### config.mk
export PLATFORM = sky130hd
export DESIGN_NAME = valve_eye_pulse_position_tracker
export DESIGN_NICKNAME = d
export VERILOG_FILES = /design/src/hdl/veppt_pkg.sv /design/src/hdl/veppt_core.sv /design/src/hdl/valve_eye_pulse_position_tracker.sv
export SDC_FILE = /design/constraint.sdc
export NUM_CORES = 1
export LEC_CHECK = 0
export ABC_AREA = 1
export BUFFER_PORTS_ARGS = -buffer_cell sky130_fd_sc_hd__buf_4
export CORE_ASPECT_RATIO = 1.4
export CORE_MARGIN = 2
export CORE_UTILIZATION = 30
export DETAILED_ROUTE_END_ITERATION = 7
export PLACE_DENSITY = 0.46
export SLEW_MARGIN = 20
export SYNTH_ARGS = -nofsm -noshare
export SYNTH_HDL_FRONTEND = slang
export SYNTH_SLANG_ARGS = --single-unit
### constraint.sdc
create_clock -name i_clk -period 4.14 [get_ports i_clk]
set_clock_uncertainty 0.05 [all_clocks]
set_input_delay 0.414 -clock i_clk [delete_from_list [all_inputs] [get_ports i_clk]]
set_output_delay 0.414 -clock i_clk [all_outputs]
set_load 0.05 [all_outputs]
### src/hdl/veppt_pkg.sv
// ----------------------------------------------------------------------------
// Valve eye tracker package
// Item, result, state and register types, codes and reset values.
// ----------------------------------------------------------------------------
`default_nettype none

package veppt_pkg;

    localparam logic [2:0] OP_TICK  = 3'd0;
    localparam logic [2:0] OP_EYE   = 3'd1;
    localparam logic [2:0] OP_DRIVE = 3'd2;
    localparam logic [2:0] OP_HALT  = 3'd3;
    localparam logic [2:0] OP_LOAD  = 3'd4;

    localparam logic [1:0] REG_IMPULSE_TIMEOUT = 2'd0;
    localparam logic [1:0] REG_EYE_HIGH_MIN    = 2'd1;
    localparam logic [1:0] REG_EYE_LOW_MIN     = 2'd2;
    localparam logic [1:0] REG_EYE_OFF_TIMEOUT = 2'd3;

    localparam logic [13:0] RST_IMPULSE_TIMEOUT = 14'd400;
    localparam logic [7:0]  RST_EYE_HIGH_MIN    = 8'd3;
    localparam logic [7:0]  RST_EYE_LOW_MIN     = 8'd3;
    localparam logic [7:0]  RST_EYE_OFF_TIMEOUT = 8'd30;

    typedef enum logic [1:0] {
        DIR_STOP  = 2'd0,
        DIR_OPEN  = 2'd1,
        DIR_CLOSE = 2'd2
    } t_dir;

    typedef struct packed {
        logic [2:0]         op;
        logic               eye_level;
        logic               direction;
        logic signed [15:0] target;
        logic signed [15:0] value;
    } t_in;

    typedef struct packed {
        logic signed [15:0] position;
        logic               pulse_event;
        logic               stop_event;
        logic [1:0]         bridge_state;
        logic [15:0]        pulse_ticks;
        logic [7:0]         overshoot;
    } t_out;

    typedef struct packed {
        logic [13:0] impulse_timeout;
        logic [7:0]  eye_high_min;
        logic [7:0]  eye_low_min;
        logic [7:0]  eye_off_timeout;
    } t_cfg;

    typedef struct packed {
        logic signed [15:0] position;
        logic signed [15:0] stop_position;
        t_dir               drive_dir;
        t_dir               count_dir;
        logic [15:0]        tick_count;
        logic [15:0]        last_change;
        logic [15:0]        longest_low;
        logic [15:0]        pulse_timer;
        logic               eye_last;
        logic               eye_enabled;
        logic               bridge_on;
        logic [7:0]         overshoot_count;
        logic [15:0]        pulse_length;
    } t_state;

endpackage

`default_nettype wire

### src/hdl/veppt_core.sv
// ----------------------------------------------------------------------------
// Valve eye tracker update logic
// Next state and result for one item, from the current state and registers.
// ----------------------------------------------------------------------------
`default_nettype none

module veppt_core (
    input  veppt_pkg::t_state i_state,
    input  veppt_pkg::t_cfg   i_cfg,
    input  veppt_pkg::t_in    i_item,
    output veppt_pkg::t_state o_state,
    output veppt_pkg::t_out   o_result
);
    import veppt_pkg::*;

    t_state             n;
    logic               pulse_ev;
    logic               stop_ev;
    logic [15:0]        tick_inc;
    logic [15:0]        dur;
    logic signed [15:0] pos_next;
    logic               qualified;
    t_dir               dir_cmd;

    always_comb begin
        case (i_state.count_dir)
            DIR_OPEN:  pos_next = i_state.position + 16'sd1;
            DIR_CLOSE: pos_next = i_state.position - 16'sd1;
            default:   pos_next = i_state.position;
        endcase
    end

    assign tick_inc  = i_state.tick_count + 16'd1;
    assign dur       = i_state.tick_count - i_state.last_change;
    assign qualified = (dur > {7'd0, i_cfg.eye_high_min, 1'b0}) &&
                       (i_state.longest_low > {7'd0, i_cfg.eye_low_min, 1'b0});
    assign dir_cmd   = i_item.direction ? DIR_CLOSE : DIR_OPEN;

    always_comb begin
        n        = i_state;
        pulse_ev = 1'b0;
        stop_ev  = 1'b0;
        case (i_item.op)
            OP_TICK: begin
                if (i_state.eye_enabled) begin
                    n.tick_count = tick_inc;
                    if (tick_inc[15:8] >= i_cfg.eye_off_timeout) begin
                        n.eye_enabled = 1'b0;
                        n.bridge_on   = 1'b0;
                    end else if (i_state.pulse_timer != 16'd0) begin
                        n.pulse_timer = i_state.pulse_timer - 16'd1;
                    end else if (i_state.bridge_on) begin
                        n.pulse_length = tick_inc;
                        stop_ev        = 1'b1;
                        n.bridge_on    = 1'b0;
                        n.drive_dir    = DIR_STOP;
                    end
                end
            end
            OP_EYE: begin
                if (i_state.eye_enabled && (i_item.eye_level != i_state.eye_last)) begin
                    n.last_change = i_state.tick_count;
                    if (!i_item.eye_level) begin
                        if (qualified) begin
                            n.position = pos_next;
                            if (!i_state.bridge_on) begin
                                n.overshoot_count = i_state.overshoot_count + 8'd1;
                            end
                            n.pulse_length = i_state.tick_count;
                            n.longest_low  = 16'd0;
                            n.tick_count   = 16'd0;
                            n.last_change  = 16'd0;
                            pulse_ev       = 1'b1;
                            if (pos_next == i_state.stop_position) begin
                                n.overshoot_count = 8'd0;
                                stop_ev           = 1'b1;
                                n.bridge_on       = 1'b0;
                                n.drive_dir       = DIR_STOP;
                            end else begin
                                n.pulse_timer = {2'b00, i_cfg.impulse_timeout};
                            end
                        end
                    end else if (dur > i_state.longest_low) begin
                        n.longest_low = dur;
                    end
                end
                n.eye_last = i_item.eye_level;
            end
            OP_DRIVE: begin
                n.stop_position = i_item.target;
                if (i_state.drive_dir != dir_cmd) begin
                    n.eye_enabled = 1'b1;
                    n.tick_count  = 16'd0;
                    n.last_change = 16'd0;
                    n.longest_low = 16'd0;
                    n.drive_dir   = dir_cmd;
                    n.count_dir   = dir_cmd;
                    n.pulse_timer = {i_cfg.impulse_timeout, 2'b00};
                    n.bridge_on   = 1'b1;
                end
            end
            OP_HALT: begin
                n.bridge_on = 1'b0;
                n.drive_dir = DIR_STOP;
            end
            OP_LOAD: begin
                n.position = i_item.value;
            end
            default: begin
            end
        endcase
    end

    assign o_state               = n;
    assign o_result.position     = n.position;
    assign o_result.pulse_event  = pulse_ev;
    assign o_result.stop_event   = stop_ev;
    assign o_result.bridge_state = n.bridge_on ? n.drive_dir : DIR_STOP;
    assign o_result.pulse_ticks  = n.pulse_length;
    assign o_result.overshoot    = n.overshoot_count;

endmodule

`default_nettype wire

### src/hdl/valve_eye_pulse_position_tracker.sv
// ----------------------------------------------------------------------------
// Valve eye pulse position tracker
// Counts qualified photo-eye pulses of a valve motor and tracks position.
// ----------------------------------------------------------------------------
// Input register, then update logic, then result register, which holds the valid result.
// Throughput: one item per cycle while the result register is not stalled.
// Reset (synchronous, active low): position, counters and flags cleared,
// bridge off, registers at their defaults, both pipeline stages empty.
`default_nettype none

module valve_eye_pulse_position_tracker (
    input  wire              i_clk,
    input  wire              i_rst_n,
    input  wire              i_valid,
    output logic             o_ready,
    input  veppt_pkg::t_in   i_in_data,
    output logic             o_valid,
    input  wire              i_ready,
    output veppt_pkg::t_out  o_out_data,
    input  wire              psel,
    input  wire              penable,
    input  wire              pwrite,
    input  wire  [3:0]       paddr,
    input  wire  [31:0]      pwdata,
    output logic [31:0]      prdata,
    output logic             pready
);
    import veppt_pkg::*;

    logic   r_in_valid;
    t_in    r_in;
    logic   r_out_valid;
    t_out   r_out;
    t_state r_state;
    t_cfg   r_cfg;

    t_state n_state;
    t_out   n_out;
    logic   advance;
    logic   cfg_wr;

    veppt_core u_core (
        .i_state  (r_state),
        .i_cfg    (r_cfg),
        .i_item   (r_in),
        .o_state  (n_state),
        .o_result (n_out)
    );

    assign advance = r_in_valid && (!r_out_valid || i_ready);
    assign o_ready = !r_in_valid || advance;
    assign o_valid = r_out_valid;
    assign o_out_data = r_out;

    always_ff @(posedge i_clk) begin
        if (!i_rst_n) begin
            r_in_valid <= 1'b0;
        end else if (o_ready) begin
            r_in_valid <= i_valid;
        end
    end

    always_ff @(posedge i_clk) begin
        if (o_ready && i_valid) begin
            r_in <= i_in_data;
        end
    end

    always_ff @(posedge i_clk) begin
        if (!i_rst_n) begin
            r_out_valid <= 1'b0;
        end else if (advance) begin
            r_out_valid <= 1'b1;
        end else if (i_ready) begin
            r_out_valid <= 1'b0;
        end
    end

    always_ff @(posedge i_clk) begin
        if (advance) begin
            r_out <= n_out;
        end
    end

    always_ff @(posedge i_clk) begin
        if (!i_rst_n) begin
            r_state <= '0;
        end else if (advance) begin
            r_state <= n_state;
        end
    end

    assign pready = 1'b1;
    assign cfg_wr = psel && penable && pwrite;

    always_ff @(posedge i_clk) begin
        if (!i_rst_n) begin
            r_cfg.impulse_timeout <= RST_IMPULSE_TIMEOUT;
            r_cfg.eye_high_min    <= RST_EYE_HIGH_MIN;
            r_cfg.eye_low_min     <= RST_EYE_LOW_MIN;
            r_cfg.eye_off_timeout <= RST_EYE_OFF_TIMEOUT;
        end else if (cfg_wr) begin
            case (paddr[3:2])
                REG_IMPULSE_TIMEOUT: r_cfg.impulse_timeout <= pwdata[13:0];
                REG_EYE_HIGH_MIN:    r_cfg.eye_high_min    <= pwdata[7:0];
                REG_EYE_LOW_MIN:     r_cfg.eye_low_min     <= pwdata[7:0];
                REG_EYE_OFF_TIMEOUT: r_cfg.eye_off_timeout <= pwdata[7:0];
                default: begin
                end
            endcase
        end
    end

    always_comb begin
        case (paddr[3:2])
            REG_IMPULSE_TIMEOUT: prdata = {18'd0, r_cfg.impulse_timeout};
            REG_EYE_HIGH_MIN:    prdata = {24'd0, r_cfg.eye_high_min};
            REG_EYE_LOW_MIN:     prdata = {24'd0, r_cfg.eye_low_min};
            REG_EYE_OFF_TIMEOUT: prdata = {24'd0, r_cfg.eye_off_timeout};
            default:             prdata = 32'd0;
        endcase
    end

endmodule

`default_nettype wire

==> qor.csv <==
metric,value,unit
initial antenna violation count,0,
endpoints failing setup,0,
core area,48770,um^2
DRC viols,0,
first-pass GRT wire length,77.18,mm
final WL,51.10,mm
Synth top area share,0.2273,
post-layout util,0.3865,
worst vdd ir,332.2,uV
CTS Sinks,248,
Layout Nets,2442,
crit path buf inv count,3,
period utilization,0.9639,
max frequency,0.2506,GHz
ranking of synthesized cells by area,"dfxtp_1 23%, edfxtp_1 17%, nand2_1 11%",
largest net degree at the start of global routing,76,
final setup TNS,0,ns
pwr dens,366.0,nW/um^2
routability congestion estimate from global placement,0.8935,
Hold Fails Final Rpt,0,
diodes inserted,0,
Max H-tree Level,1,
drt pass-1 iters,5,
via count,14380,
Post-Syn Instances,2065,
routed len/inst,17.26,um
Area growth syn-to-layout,28.13,%
fin crit period,3.990,ns
startpoint class of the critical path,register,
post-route ant nets,0,
die area,50850,um^2
total gr overflow,0,
Leak,8.544,nW
"most common cell after layout, fill and taps aside",nand2_1,
GRT Util Overall,0.1951,
CP top delay family,simple AND/OR/NAND/NOR gates,
Synth Cell Area,14710,um^2
Yosys cell types,57,
via density per instance,4.856,
Clock Path Buffers,3,
synthesis-stage register bit count,248,
Clock Latency Late Sink,0.57,ns
outcome,"finished, final reports clean",
DR iter-0 viols,681,
WS Path Type,reg2reg,
share of cells above drive strength 1,0.1830,
Port Buffers,119,
sequential area share after synthesis,0.3926,
Yosys warning count,0,
DP Cell Count,2852,
Max-Slew Margin vs Limit,0.3533,
"EDFF count, synth",81,
Required @ worst endpoint,4.55,ns
Die Height,266.0,um
"slowest stage delay, CP",0.39,ns
Critical Path AT,4.40,ns
CP Capture Type,register,
Starting Density,0.3016,
vias in the first global route,14010,
Final Max Tran Viols,0,
total I/O pin count,159,
async set or reset register ratio after synthesis,0,
Synth Flop Type,dfxtp_1,
clk slew on worst S/H paths,0.06,ns
CTS tree,built,
unrepaired setup endpoints after global routing,true,
most frequent cells in the layout,"413 x nand2_1, 266 x inv_1, 226 x buf_4",
"Avg Cell Area, Syn",7.124,um^2
CP Max Fanout,6,
die width,191.2,um
CP max stage cell,dfxtp_4,
Hold Path Class,in2reg,
CTS Buf Count,29,
Root Buffer Master,clkbuf_16,
"area leader, netlist",dfxtp_1,
Tightest Pin Transition,0.9701,ns
Cell Rows,96,
Finished Layout Cells,2960,
dpl hpwl,37.64,mm
Max Cap Viol,0,
-- flip-flops by register name, summed over array words and instances, names as in the netlist --
| name | count |
|---|---|
| r_state | 127 |
| o_out_data | 44 |
| r_cfg | 38 |
| r_in | 37 |
| o_valid | 1 |
| r_in_valid | 1 |
-- Yosys cell counts, drive strengths merged, types with 2 or more instances --
master and n:
xnor2 6, dfxtp 167, ha 60, nor4 5, a211oi 12, buf 39, nand2 443, nand3 150
nor3 26, a22oi 3, o22ai 6, o2111ai 5, o21a 4, clkinv 3, a21o 4, or2 4
conb 2, nor2 216, inv 285, o21ai 185, nand4 11, o31ai 4, o21bai 2, xor2 31
a21oi 212, a21boi 2, o211ai 21, nand3b 13, edfxtp 81, clkbuf 55
-- worst reg2reg max path, cell delays in order, from the launching register on --
cell      delay (ns)
dfxtp_4         0.39
ha_4            0.15
nand2_2         0.05
nor2_2          0.13
nand3_2         0.12
nor3_4          0.22
nand2_2         0.09
nor2_4          0.12
nand3_2         0.11
nor3_2          0.24
xor2_1          0.25
inv_2           0.11
ha_4            0.23
nand2_4         0.06
nor2_4          0.03
nand2_1         0.06
o211ai_1        0.09
a41oi_2         0.26
nand3_2         0.19
o21ai_4         0.22
nand2_4         0.11
buf_12          0.16
a32oi_2         0.16
nand2_2         0.11
o21ai_2         0.14
inv_1           0.04
-- path summary, 6_finish.rpt --
path / startpoint / endpoint / slack [ns] / cells past startpoint
worst max-delay path: r_state[75]$_SDFFE_PN0P_ / r_state[1]$_SDFFE_PN0P_ / 0.15 / 25
worst min-delay path: pwdata[3] / r_cfg[3]$_SDFFE_PN1P_ / 0.05 / 3
worst max register to register: r_state[75]$_SDFFE_PN0P_ / r_state[1]$_SDFFE_PN0P_ / 0.15 / 25
worst min register to register: r_state[102]$_SDFFE_PN0P_ / r_state[102]$_SDFFE_PN0P_ / 0.43 / 2
-- cell type report --
type	instances	area [um^2]
Inverter	288	1081
Clock inverter	12	98.84
Sequential cell	248	5784
Tap cell	637	797.0
Fill cell	5165	29920
Clock buffer	41	800.8
Timing Repair Buffer	282	2392
Multi-Input combinational cell	1452	7894
-- repair_timing --
action	in CTS	in global routing
resized for setup	6	146
endpoints found under the hold margin	38	0
setup endpoints to repair	75	133
gates cloned	0	5
hold buffers	38	0
buffers inserted	2	10
pin swaps	2	42
-- per-layer routing --
layer / GRT usage / wire length, um
met3: 0.02489 / 1791
met2: 0.3703 / 27080
met1: 0.2133 / 19860
met4: 0.08711 / 2371
met5: 0 / 0
-- cell families after synthesis --
family	Yosys count	share of synthesized area
and+or+nand+nor	869	0.2531
AOI/OAI and AO/OA	466	0.1736
buffers and inverters	382	0.1057
DFF	248	0.3926
adders and majority gates	61	0.05239
xor gates and xnor gates	37	0.02203
other	2	0.0005105
-- through the flow --
step / hold WS (ns) / instance area [um^2] / worst slack (ns) / power, mW
floorplan: 0.3948 / 14770 / 0.3902 / 3.814
global placement: 0.4211 / 16880 / -0.2102 / 4.352
detailed placement: 0.4252 / 16880 / -0.2074 / 4.360
CTS: 0.01739 / 18200 / 0.04480 / 6.910
global route: 0.02858 / 18850 / -0.1018 / 7.292
finish: 0.05114 / 18850 / 0.1495 / 6.899
-- report_power, final --
| group | leakage, nW | internal [mW] | switching (mW) |
|---|---|---|---|
| clock | 0.432 | 1.41 | 1.07 |
| combinational | 5.97 | 0.622 | 1.07 |
| sequential | 2.14 | 2.64 | 0.0869 |
| total | 8.54 | 4.67 | 2.23 |
Note: power is estimated with default switching activity, not from simulation.
